[src/rtl/assert_macros.svh]
// Assertion helpers shared by the RTL.
`ifndef ASSERT_MACROS_SVH
`define ASSERT_MACROS_SVH

// Same-cycle implication, disabled while reset is low.
`define ASSERT_SAME(label, clk, rstn, ante, cons) \
  label: assert property (@(posedge clk) disable iff (!rstn) (ante) |-> (cons)) \
    else $error("assertion failed");

// Next-cycle implication, disabled while reset is low.
`define ASSERT_NEXT(label, clk, rstn, ante, cons) \
  label: assert property (@(posedge clk) disable iff (!rstn) (ante) |=> (cons)) \
    else $error("assertion failed");

`endif

[src/rtl/prbc_pkg.sv]
`timescale 1ns / 1ps

package prbc_pkg;

  localparam int unsigned OpW        = 2;
  localparam int unsigned IndexW     = 3;
  localparam int unsigned TimeW      = 32;
  localparam int unsigned HoldW      = 16;
  localparam int unsigned MaskW      = 8;

  localparam int unsigned RelayCountDef = 8;

  localparam logic [HoldW-1:0] HoldTimeReset = 16'd10000;

  typedef enum logic [OpW-1:0] {
    OP_PUSH    = 2'd0,
    OP_LONG    = 2'd1,
    OP_RELEASE = 2'd2,
    OP_POLL    = 2'd3
  } op_e;

endpackage

[src/rtl/prbc_if.sv]
`timescale 1ns / 1ps

// Event channel: one button event or poll per word.
interface prbc_in_if;
  logic                            valid;
  logic                            ready;
  logic [prbc_pkg::OpW-1:0]        op;
  logic [prbc_pkg::IndexW-1:0]     relay_index;
  logic [prbc_pkg::TimeW-1:0]      now_ms;

  modport source (output valid, op, relay_index, now_ms, input ready);
  modport sink   (input valid, op, relay_index, now_ms, output ready);
endinterface

// Result channel: relay mask and expiry flag.
interface prbc_out_if;
  logic                            valid;
  logic                            ready;
  logic [prbc_pkg::MaskW-1:0]      active_mask;
  logic                            expired;

  modport source (output valid, active_mask, expired, input ready);
  modport sink   (input valid, active_mask, expired, output ready);
endinterface

// Hold time write channel.
interface prbc_cfg_if;
  logic                            valid;
  logic                            ready;
  logic [prbc_pkg::HoldW-1:0]      hold_time_ms;

  modport source (output valid, hold_time_ms, input ready);
  modport sink   (input valid, hold_time_ms, output ready);
endinterface

[src/rtl/paired_relay_button_controller.sv]
`timescale 1ns / 1ps
`include "assert_macros.svh"

// Paired relay button controller. Relays i and i^1 form an opposing pair
// (up/down of one blind); switching one on switches its partner off. Each
// event word carries an op (push, long press, release, poll), a relay index
// and the current millisecond time. A push toggles the relay and stamps the
// time when it turns on; a long press turns it on and marks it held; a
// release drops a held relay; a poll drops an unheld relay whose age
// (now - stamp, modulo 2^32) is strictly above hold_time_ms. Every event
// word yields exactly one result word: the mask of relays 0..7 after the
// event and an expiry flag. Indexes at or above RelayCount leave the state
// alone. Throughput is one event per cycle while out_o.ready stays high; an
// event passes the input register, then the result register, with the relay
// state read, updated and written back as the result register loads.
// hold_time_ms is taken from the cfg channel (always ready) and should only
// change while no event is in flight.
module paired_relay_button_controller #(
  parameter int unsigned RelayCount = prbc_pkg::RelayCountDef
) (
  input  logic           clk_i,
  input  logic           rst_ni,
  prbc_in_if.sink        in_i,
  prbc_out_if.source     out_o,
  prbc_cfg_if.sink       cfg_i
);

  // Index widths: SelW addresses the bank, ExtW also holds RelayCount itself
  // so the range check never overflows.
  localparam int unsigned SelW = $clog2(RelayCount);
  localparam int unsigned ExtW =
    ((SelW > prbc_pkg::IndexW) ? SelW : prbc_pkg::IndexW) + 1;

  // Hold time register.
  logic [prbc_pkg::HoldW-1:0] hold_q;

  // Input register.
  logic                          s1_valid_q, s1_valid_d;
  prbc_pkg::op_e                 op_q;
  logic [prbc_pkg::IndexW-1:0]   idx_q;
  logic [prbc_pkg::TimeW-1:0]    now_q;

  // Relay state.
  logic [RelayCount-1:0]         on_q, on_d;
  logic [RelayCount-1:0]         held_q, held_d;
  logic [prbc_pkg::TimeW-1:0]    stamp_q [RelayCount];

  // Result register.
  logic                          out_valid_q;
  logic [prbc_pkg::MaskW-1:0]    mask_q, mask_d;
  logic                          expired_q, expired_d;

  // Handshake.
  logic                          adv;
  logic                          proc;
  logic                          in_acc;

  // Datapath.
  logic [ExtW-1:0]               ext;
  logic [ExtW-1:0]               mate_ext;
  logic [SelW-1:0]               sel;
  logic                          idx_ok;
  logic                          cur_on;
  logic                          cur_held;
  logic [prbc_pkg::TimeW-1:0]    age;
  logic                          over;
  logic                          clr_mate;
  logic                          wr_stamp;

  // Advance the result stage when it is empty or being drained; the input
  // register moves on whenever the result stage does.
  assign adv        = !out_valid_q || out_o.ready;
  assign proc       = s1_valid_q && adv;
  assign in_i.ready = !s1_valid_q || adv;
  assign in_acc     = in_i.valid && in_i.ready;
  assign s1_valid_d = in_acc ? 1'b1 : (adv ? 1'b0 : s1_valid_q);

  assign cfg_i.ready = 1'b1;

  // Decode the relay and its partner.
  assign ext      = ExtW'(idx_q);
  assign mate_ext = ext ^ ExtW'(1);
  assign sel      = ext[SelW-1:0];
  assign idx_ok   = ext < ExtW'(RelayCount);

  assign cur_on   = on_q[sel];
  assign cur_held = held_q[sel];
  assign age      = now_q - stamp_q[sel];
  assign over     = age > {{(prbc_pkg::TimeW - prbc_pkg::HoldW){1'b0}}, hold_q};

  // Read-modify-write of the addressed relay.
  always_comb begin
    on_d      = on_q;
    held_d    = held_q;
    clr_mate  = 1'b0;
    wr_stamp  = 1'b0;
    expired_d = 1'b0;
    if (proc && idx_ok) begin
      case (op_q)
        prbc_pkg::OP_PUSH: begin
          if (cur_on) begin
            on_d[sel] = 1'b0;
          end else begin
            // Switch on: drop the partner first, stamp the time.
            on_d[sel] = 1'b1;
            clr_mate  = 1'b1;
            wr_stamp  = 1'b1;
          end
        end
        prbc_pkg::OP_LONG: begin
          if (!cur_on) begin
            on_d[sel] = 1'b1;
            clr_mate  = 1'b1;
          end
          held_d[sel] = 1'b1;
        end
        prbc_pkg::OP_RELEASE: begin
          if (cur_held) begin
            on_d[sel]   = 1'b0;
            held_d[sel] = 1'b0;
          end
        end
        prbc_pkg::OP_POLL: begin
          if (cur_on && !cur_held && over) begin
            on_d[sel] = 1'b0;
            expired_d = 1'b1;
          end
        end
        default: begin
        end
      endcase
    end
    // Partner off; an odd last relay simply has no match here.
    for (int i = 0; i < RelayCount; i++) begin
      if (clr_mate && (mate_ext == ExtW'(i))) begin
        on_d[i] = 1'b0;
      end
    end
  end

  // Only relays 0..7 are visible in the mask.
  for (genvar j = 0; j < prbc_pkg::MaskW; j++) begin : g_mask
    if (j < RelayCount) begin : g_bit
      assign mask_d[j] = on_d[j];
    end else begin : g_none
      assign mask_d[j] = 1'b0;
    end
  end

  always_ff @(posedge clk_i or negedge rst_ni) begin
    if (!rst_ni) begin
      hold_q      <= prbc_pkg::HoldTimeReset;
      s1_valid_q  <= 1'b0;
      out_valid_q <= 1'b0;
      on_q        <= '0;
      held_q      <= '0;
      for (int i = 0; i < RelayCount; i++) begin
        stamp_q[i] <= '0;
      end
    end else begin
      if (cfg_i.valid) begin
        hold_q <= cfg_i.hold_time_ms;
      end
      s1_valid_q <= s1_valid_d;
      if (adv) begin
        out_valid_q <= s1_valid_q;
      end
      on_q   <= on_d;
      held_q <= held_d;
      if (wr_stamp) begin
        stamp_q[sel] <= now_q;
      end
    end
  end

  // Payload registers: the input side captures on accept, the result side on processing; both hold otherwise.
  always_ff @(posedge clk_i) begin
    if (in_acc) begin
      op_q  <= prbc_pkg::op_e'(in_i.op);
      idx_q <= in_i.relay_index;
      now_q <= in_i.now_ms;
    end
    if (proc) begin
      mask_q    <= mask_d;
      expired_q <= expired_d;
    end
  end

  assign out_o.valid       = out_valid_q;
  assign out_o.active_mask = mask_q;
  assign out_o.expired     = expired_q;

  // The first pair is never on together.
  `ASSERT_SAME(a_pair_exclusive, clk_i, rst_ni, 1'b1, !(on_q[0] && on_q[1]))

  // An expiry leaves the relay off.
  `ASSERT_NEXT(a_expiry_off, clk_i, rst_ni, proc && expired_d, !on_q[$past(sel)])

  // A long press leaves the relay on and held.
  `ASSERT_NEXT(a_long_held, clk_i, rst_ni,
    proc && idx_ok && (op_q == prbc_pkg::OP_LONG),
    on_q[$past(sel)] && held_q[$past(sel)])

endmodule

[src/flat_wrapper.sv]
// flat-port wrapper written by rule: the top's interface ports become plain ports
module paired_relay_button_controller_flat 
#(
  parameter int unsigned RelayCount = prbc_pkg::RelayCountDef
)
  (clk_i, rst_ni, in_i_valid, in_i_op, in_i_relay_index, in_i_now_ms, in_i_ready, out_o_valid, out_o_active_mask, out_o_expired, out_o_ready, cfg_i_valid, cfg_i_hold_time_ms, cfg_i_ready);
  prbc_in_if in_i_i ();
  prbc_out_if out_o_i ();
  prbc_cfg_if cfg_i_i ();
  input  logic clk_i;
  input  logic rst_ni;
  input wire logic [$bits(in_i_i.valid)-1:0] in_i_valid;
  input wire logic [$bits(in_i_i.op)-1:0] in_i_op;
  input wire logic [$bits(in_i_i.relay_index)-1:0] in_i_relay_index;
  input wire logic [$bits(in_i_i.now_ms)-1:0] in_i_now_ms;
  output wire logic [$bits(in_i_i.ready)-1:0] in_i_ready;
  output wire logic [$bits(out_o_i.valid)-1:0] out_o_valid;
  output wire logic [$bits(out_o_i.active_mask)-1:0] out_o_active_mask;
  output wire logic [$bits(out_o_i.expired)-1:0] out_o_expired;
  input wire logic [$bits(out_o_i.ready)-1:0] out_o_ready;
  input wire logic [$bits(cfg_i_i.valid)-1:0] cfg_i_valid;
  input wire logic [$bits(cfg_i_i.hold_time_ms)-1:0] cfg_i_hold_time_ms;
  output wire logic [$bits(cfg_i_i.ready)-1:0] cfg_i_ready;
  assign in_i_i.valid = in_i_valid;
  assign in_i_i.op = in_i_op;
  assign in_i_i.relay_index = in_i_relay_index;
  assign in_i_i.now_ms = in_i_now_ms;
  assign in_i_ready = in_i_i.ready;
  assign out_o_valid = out_o_i.valid;
  assign out_o_active_mask = out_o_i.active_mask;
  assign out_o_expired = out_o_i.expired;
  assign out_o_i.ready = out_o_ready;
  assign cfg_i_i.valid = cfg_i_valid;
  assign cfg_i_i.hold_time_ms = cfg_i_hold_time_ms;
  assign cfg_i_ready = cfg_i_i.ready;
  paired_relay_button_controller #(.RelayCount(RelayCount)) u_core (.clk_i(clk_i), .rst_ni(rst_ni), .in_i(in_i_i), .out_o(out_o_i), .cfg_i(cfg_i_i));
endmodule
[config.mk]
export PLATFORM = sky130hd
export DESIGN_NAME = paired_relay_button_controller_flat
export DESIGN_NICKNAME = d
export VERILOG_FILES = /design/src/rtl/prbc_pkg.sv /design/src/rtl/prbc_if.sv /design/src/rtl/paired_relay_button_controller.sv /design/src/flat_wrapper.sv
export VERILOG_INCLUDE_DIRS = /design/src /design/src/rtl
export SDC_FILE = /design/constraint.sdc
export NUM_CORES = 1
export LEC_CHECK = 0
export BUFFER_PORTS_ARGS = -buffer_cell sky130_fd_sc_hd__clkbuf_2
export CAP_MARGIN = 10
export CORE_ASPECT_RATIO = 1.5
export CORE_MARGIN = 5
export CORE_UTILIZATION = 55
export DETAILED_ROUTE_END_ITERATION = 8
export GPL_ROUTABILITY_DRIVEN = 0
export PLACE_DENSITY = 0.79
export SYNTH_ARGS = -nofsm -noshare
export SYNTH_HDL_FRONTEND = slang
export SYNTH_SLANG_ARGS = --single-unit
[constraint.sdc]
create_clock -name clk_i -period 5.91 [get_ports clk_i]
set_input_delay 1.182 -clock clk_i [delete_from_list [all_inputs] [get_ports clk_i]]
set_output_delay 1.182 -clock clk_i [all_outputs]
set_load 0.05 [all_outputs]
After elaboration in Yosys (flattened, before gate mapping)
Cells that the tools add are included.
Cells by class
  reductions and logical operators: 27
  bitwise gates (word level): 7
  order comparisons: 6
  add/sub/neg operators: 1
  equality and inequality tests: 11
  multiplexer cells: 36
Operator list (number)
  256-bit bitwise mux: 1
  32-bit binary-select mux with 3-bit select: 1
  32-bit demux with 3-bit select: 1
  32-bit two-way mux: 3
  8-bit two-way mux: 6
  32-bit by 16-bit > comparator with 1-bit output: 1
  8-bit case mux with 4 select lines: 1
  32-bit subtractor: 1
  1-bit two-way mux: 19
  8-bit bitwise AND: 2
  8-bit bitwise OR: 2
  8-bit case mux with 2 select lines: 1
  1-bit logical AND: 15
  3-bit == test (second input constant): 4
  3-bit by 4-bit < comparator with 1-bit output (second input constant): 2
  8-bit inverter: 1
  1-bit binary-select mux with 3-bit select: 2
  3-bit by 2-bit == test with 1-bit output (second input constant): 2
  2-bit == test (second input constant): 2
  4-bit >= comparator (second input constant): 1
  4-bit logical NOT: 1
  4-bit by 1-bit < comparator with 1-bit output (second input constant): 1
  3-bit inverter with 4-bit output: 1
  2-bit nonzero test: 2
  12 further kinds: 15
Storage, ports and cells
  input bits: 58
  register bits after elaboration: 336
  output and inout port bits: 12
  logic and storage cells: 106

Longest topological paths before layout
  depth in word-level cells: 11
  gate-level depth with buffers: 25
  gate-level depth less buffers: 21

Worst setup path after synthesis
Ideal clock, no wire load.
  path type: register -> register
  start: register u_core.idx_q[0] (netlist bit)
  end: register u_core.expired_q, in the netlist u_core.out_o.expired, data pin
  setup slack: -0.369 ns
  stages on the path, launching flop included: 26
  library setup time: 0.256 ns
  data required time: 5.654 ns
  period minus slack after synthesis: 6.279 ns
  data arrival time: 6.023 ns
  buffers on the path: 4
  path through: edfxtp_1 -> buf_6 -> clkbuf_1 -> buf_1 -> buf_1 -> mux4_2 -> mux2i_1 -> ha_1 -> and2_1 -> a221oi_1 -> a21oi_1 -> nor2_1 -> nor3_1 -> nor3_1 -> o21ai_0 -> xor2_1 -> ha_1 -> nand4_1 -> a21oi_1 -> a211oi_1 -> a21oi_1 -> or4_1 -> a311oi_1 -> and4_1 -> nand4_4 -> and4_1
Between the ends
  longest elaborated chain between the ends: 8
  elaborated cells between the ends (all ways): 17
  classes of those cells: add/sub (1); order compare (2); mux (8); bitwise (1); reduce/logical (5)
RTL lines
  start, declared: RTL line paired_relay_button_controller.sv:40  | logic [prbc_pkg::IndexW-1:0] idx_q;
  start signal, assigned: RTL line paired_relay_button_controller.sv:180  | idx_q <= in_i.relay_index;
  3-bit inverter with 4-bit output (implied by the code): RTL line paired_relay_button_controller.sv:88  | assign age = now_q - stamp_q[sel];
  32-bit binary-select mux with 3-bit select: RTL line paired_relay_button_controller.sv:88
  32-bit two-way mux (implied by the code) (2 in a row): RTL line paired_relay_button_controller.sv:88
  32-bit subtractor: RTL line paired_relay_button_controller.sv:88
  32-bit by 16-bit > comparator with 1-bit output: RTL line paired_relay_button_controller.sv:89  | assign over = age > {{(prbc_pkg::TimeW - prbc_pkg::HoldW){1'b0}}, hold_q};
  1-bit logical AND: RTL line paired_relay_button_controller.sv:124  | if (cur_on && !cur_held && over) begin
  1-bit two-way mux: RTL line paired_relay_button_controller.sv:124
  end signal, assigned: RTL line paired_relay_button_controller.sv:185  | expired_q <= expired_d;
  end, declared: RTL line paired_relay_button_controller.sv:51  | logic expired_q, expired_d;
Parallel ways exist; a longest one is shown, timed or not. The select of a mux whose other input is x is not followed.
A chain may end at the register's enable or synchronous reset.

Worst setup path after layout
Ends and elaborated chain as after synthesis.

==> impl_results.html <==
<table>
<tr><th>Metric</th><th>Value</th></tr>
<tr><th colspan="2">Drt</th></tr>
<tr><td>Final Routed Wirelength</td><td>37400 um</td></tr>
<tr><td>Antenna-violating nets left</td><td>0</td></tr>
<tr><td>Drt drc</td><td>0</td></tr>
<tr><td>Mean number of vias per cell</td><td>6.17</td></tr>
<tr><td>Met3 wire length</td><td>1710 um</td></tr>
<tr><td>Total number of vias</td><td>10874</td></tr>
<tr><td>Pre-Repair DR Iteration Count</td><td>7</td></tr>
<tr><td>Highest metal used</td><td>met4</td></tr>
<tr><td>Avg WL per Cell</td><td>21.3 um</td></tr>
<tr><td>Met2 wirelength from detailed routing</td><td>19400 um</td></tr>
<tr><td>Number of violations reported at the end of detailed-routing iteration 0</td><td>584</td></tr>
<tr><td>Metal1 wirelength</td><td>15000 um</td></tr>
<tr><th colspan="2">Synth</th></tr>
<tr><td>Sequential cell area fraction in the yosys report</td><td>51.0%</td></tr>
<tr><td>Post-Synthesis Mean Instance Area</td><td>13.4 um2</td></tr>
<tr><td>FFs w/ async S/R, synth</td><td>86.3%</td></tr>
<tr><td>Dominant synthesized flop cell</td><td>sky130_fd_sc_hd__dfrtp_1</td></tr>
<tr><td>Post-synth EDFFs</td><td>46</td></tr>
<tr><td>Share of the synthesized area in compound gates (AO/OA/AOI/OAI)</td><td>6.82%</td></tr>
<tr><td>Total of flip-flops plus latches after synthesis</td><td>336</td></tr>
<tr><td>Synth cell types</td><td>66</td></tr>
<tr><td>Syn Inst Count</td><td>1263</td></tr>
<tr><td>Post-synthesis instance area</td><td>16900 um2</td></tr>
<tr><td>Share of synthesized area spent on multiplexers</td><td>28.8%</td></tr>
<tr><td>Combinational family with the most area after synthesis</td><td>multiplexers</td></tr>
<tr><td>Simple-gate share of the synthesized area</td><td>5.97%</td></tr>
<tr><td>Synthesized-area fraction occupied by adder cells</td><td>3.74%</td></tr>
<tr><td>Total nets after synthesis</td><td>1371</td></tr>
<tr><td>Yosys warning count</td><td>0</td></tr>
<tr><td>Post-synthesis share of cell area spent on xor and xnor gates</td><td>1.14%</td></tr>
<tr><th colspan="2">Global routing</th></tr>
<tr><td>Global-route wire length before repair</td><td>60700 um</td></tr>
<tr><td>Initial antenna violation count</td><td>2</td></tr>
<tr><td>Grt total ovfl</td><td>0</td></tr>
<tr><td>Vias in the first global route</td><td>11266</td></tr>
<tr><td>Total Routing Usage GR</td><td>21.8%</td></tr>
<tr><td>Maximum number of pins on one net before global-route repair</td><td>176</td></tr>
<tr><th colspan="2">CTS</th></tr>
<tr><td>CTS clock-pin slew for the worst setup and hold paths</td><td>0.06 ns</td></tr>
<tr><td>Hold_buf cts</td><td>0</td></tr>
<tr><td>CTS Root Cell</td><td>sky130_fd_sc_hd__clkbuf_16</td></tr>
<tr><td>Worst skew pair latency</td><td>0.53 ns</td></tr>
<tr><td>Clock tree from TritonCTS</td><td>built</td></tr>
<tr><td>Longest Clk Path Bufs</td><td>3</td></tr>
<tr><td>H-tree levels</td><td>2</td></tr>
<tr><td>Total CTS buffers</td><td>34</td></tr>
<tr><td>Clock net sink count</td><td>336</td></tr>
<tr><th colspan="2">Die</th></tr>
<tr><td>Boundary Pins</td><td>70</td></tr>
<tr><td># rows</td><td>78</td></tr>
<tr><td>Initial Util</td><td>55.8%</td></tr>
<tr><td>Floorplan core area</td><td>30400 um2</td></tr>
<tr><td>Die extent in y</td><td>225 um</td></tr>
<tr><td>Width of the chip</td><td>153 um</td></tr>
<tr><td>Die Footprint</td><td>34500 um2</td></tr>
<tr><th colspan="2">Cells and area</th></tr>
<tr><td>Cell Count, Final, Fillers Out</td><td>1762</td></tr>
<tr><td>Fraction of final layout cells sized beyond drive strength 1</td><td>19.6%</td></tr>
<tr><td>Synth-to-Final Area Change</td><td>12.7%</td></tr>
<tr><td>Filler cells</td><td>2232</td></tr>
<tr><td>Leading cell type in the layout, fill and taps excluded</td><td>sky130_fd_sc_hd__dfrtp_1</td></tr>
<tr><td>Net count reported at finish</td><td>1442</td></tr>
<tr><td>Commonest cells after routing, fill and taps aside</td><td>sky130_fd_sc_hd__dfrtp_1 (285), sky130_fd_sc_hd__mux2_1 (256), sky130_fd_sc_hd__nand2_1 (73)</td></tr>
<tr><th colspan="2">Power and ir drop</th></tr>
<tr><td>Worst vdd rail ir drop</td><td>160 uV</td></tr>
<tr><td>Leakage power summed over all cells</td><td>0.00879 uW</td></tr>
<tr><td>Power Dens Cells</td><td>370 nW/um2</td></tr>
<tr><th colspan="2">Setup path</th></tr>
<tr><td>Delay of the slowest critical-path stage</td><td>0.54 ns</td></tr>
<tr><td>Element type at the critical path end</td><td>flop</td></tr>
<tr><td>Critical Path Source Type</td><td>flop</td></tr>
<tr><td>Worst Path Required</td><td>6.19 ns</td></tr>
<tr><td>Worst path arrival time</td><td>5.90 ns</td></tr>
<tr><td>Kind of critical path</td><td>flop to flop</td></tr>
<tr><td>Cell-by-cell trace of the critical path</td><td>buf_12 -&gt; mux4_2 -&gt; mux2_2 -&gt; ha_1 -&gt; fa_1 -&gt; nand2b_1 -&gt; a21oi_2 -&gt; o21ai_1 -&gt; or2_1 -&gt; nand2_1 -&gt; xor2_1 -&gt; ha_1 -&gt; nand4_1 -&gt; a21oi_1 -&gt; a211oi_1 -&gt; a21oi_1 -&gt; or4_1 -&gt; a311oi_2 -&gt; and4_4 -&gt; nand4_4 -&gt; and4_1</td></tr>
<tr><td>Biggest fanout along the worst timing path</td><td>12</td></tr>
<tr><td>Master of the slowest instance on the critical path</td><td>sky130_fd_sc_hd__or4_1</td></tr>
<tr><th colspan="2">Placed design</th></tr>
<tr><td>IO buf count</td><td>68</td></tr>
<tr><td>Detailed placer's ending HPWL</td><td>24400 um</td></tr>
<tr><td>Setup Slack @ Placement</td><td>0.0781 ns</td></tr>
<tr><td>Post-placement cell count</td><td>1685</td></tr>
<tr><th colspan="2">Run status</th></tr>
<tr><td>Result of the run</td><td>finished, final reports clean</td></tr>
<tr><th colspan="2">STA</th></tr>
<tr><td>Minimum period implied by the final worst setup slack</td><td>5.62 ns</td></tr>
<tr><td>Final max-slew violation count</td><td>0</td></tr>
<tr><td>Number of endpoints with negative hold slack in the final report</td><td>0</td></tr>
<tr><td>Measured slew at the worst slew-check pin</td><td>1.37 ns</td></tr>
<tr><td>Maximum clock frequency</td><td>178 MHz</td></tr>
<tr><td>Final Setup Violations</td><td>0</td></tr>
<tr><td>Worst Skew</td><td>0.0152 ns</td></tr>
<tr><td>Setup WS post-layout</td><td>0.294 ns</td></tr>
<tr><td>Slew headroom</td><td>8.74%</td></tr>
<tr><td>Final Cycle Share</td><td>95.0%</td></tr>
<tr><th colspan="2">Flow run</th></tr>
<tr><td>Max-cap violation count</td><td>0</td></tr>
<tr><th colspan="2">Worst hold path</th></tr>
<tr><td>Worst hold-check path type</td><td>flop to flop</td></tr>
</table>
==> state kept, by name, summed over array words and instances (netlist names), named ones only <==
register / count
u_core.out_o.active_mask: 8
u_core.op_q: 2
u_core.on_q: 8
u_core.hold_q: 16
u_core.s1_valid_q: 1
u_core.out_o.expired: 1
u_core.idx_q: 3
u_core.now_q: 32
u_core.stamp_q: 256
u_core.out_o.valid: 1
==> synth_stat cells (11+ instances only) <==
master	count	share of area (%)
sky130_fd_sc_hd__o21ai_0	39	1.2
sky130_fd_sc_hd__clkbuf_1	34	0.75
sky130_fd_sc_hd__buf_2	22	0.65
sky130_fd_sc_hd__nor3_1	19	0.56
sky130_fd_sc_hd__mux4_2	67	8.9
sky130_fd_sc_hd__inv_1	29	0.64
sky130_fd_sc_hd__dfrtp_1	285	42
sky130_fd_sc_hd__nand2_1	73	1.6
sky130_fd_sc_hd__nand4_1	12	0.44
sky130_fd_sc_hd__a21oi_1	58	1.7
sky130_fd_sc_hd__xnor2_1	13	0.67
sky130_fd_sc_hd__nand3_1	11	0.33
sky130_fd_sc_hd__mux2_1	256	17
sky130_fd_sc_hd__mux2i_1	35	2.1
sky130_fd_sc_hd__mux2_2	12	0.80
sky130_fd_sc_hd__ha_1	49	3.6
sky130_fd_sc_hd__nor2_1	35	0.78
sky130_fd_sc_hd__edfxtp_1	46	8.2
==> timing repair <==
| action | 4_1_cts | 5_1_grt |
|---|---|---|
| gates resized for setup | 0 | 9 |
| setup endpoints to repair | 0 | 17 |
| setup buffers | 0 | 12 |
==> worst paths after layout <==
path                                startpoint                   end  slack [ns]  cells after the start
max                            u_core.idx_q[0]  u_core.out_o.expired        0.29                     21
min                        u_core.stamp_q[141]   u_core.stamp_q[141]        0.48                      1
max reg2reg                    u_core.idx_q[0]  u_core.out_o.expired        0.29                     21
min reg2reg                u_core.stamp_q[141]   u_core.stamp_q[141]        0.48                      1
max in group asynchronous               rst_ni   u_core.stamp_q[225]        4.06                      2
min in group asynchronous               rst_ni   u_core.stamp_q[173]        0.57                      1
==> critical path: cells and delay by family (launching register included) <==
| family | cells | cell delay (ns) |
|---|---|---|
| simple gates | 8 | 1.98 |
| compound gates | 6 | 0.92 |
| fa+ha+maj | 3 | 0.87 |
| mux | 2 | 0.78 |
| flops | 1 | 0.46 |
| buf+inv | 1 | 0.19 |
| xor+xnor | 1 | 0.18 |
==> cells by family (layout without fill, tap and decap cells) <==
logic type	after synthesis	count (layout)
compound gates	182	182
xor+xnor	22	22
fa+ha+maj	50	50
buf+inv	98	194
flops	336	336
mux	370	370
other cells	1	3
simple gates	204	205
==> metrics by stage <==
stage	setup TNS [ns]	hold WS (ns)	cell area, um2	power [uW]	util, %
floorplan	0	0.452	16900	4310	-
global placement	0	0.461	17700	4700	58.4
detailed placement	0	0.469	17700	4790	58.4
CTS	0	0.483	18900	7060	62.4
global route	-0.0327	0.492	19100	7430	62.9
finish	0	0.481	19100	7070	62.9
==> where the power goes <==
group | leakage (uW) | internal (uW) | switching, uW | total (uW)
combinational | 0.00395 | 821 | 942 | 1760
sequential | 0.00427 | 2800 | 259 | 3060
clock | 0.000567 | 1350 | 891 | 2240
==> layer usage <==
metal	vias to the layer above	GRT usage, %
met4	0	8.20
met1	5610	27.3
li1	4870	-
met2	318	38.7
met3	76	3.02
met5	-	0
==> area by class of cell <==
cell class	count	area (um2)	share of cell area (%)
Antenna cell	2	5.00	0.0262
Timing Repair Buffer	103	676	3.54
Tap cell	400	500	2.62
Sequential cell	336	8640	45.3
Inverter	29	109	0.570
Clock inverter	12	151	0.793
Clock buffer	50	1030	5.42
Multi-Input combinational cell	830	7970	41.8
Note: power is estimated with default switching activity, not from simulation.
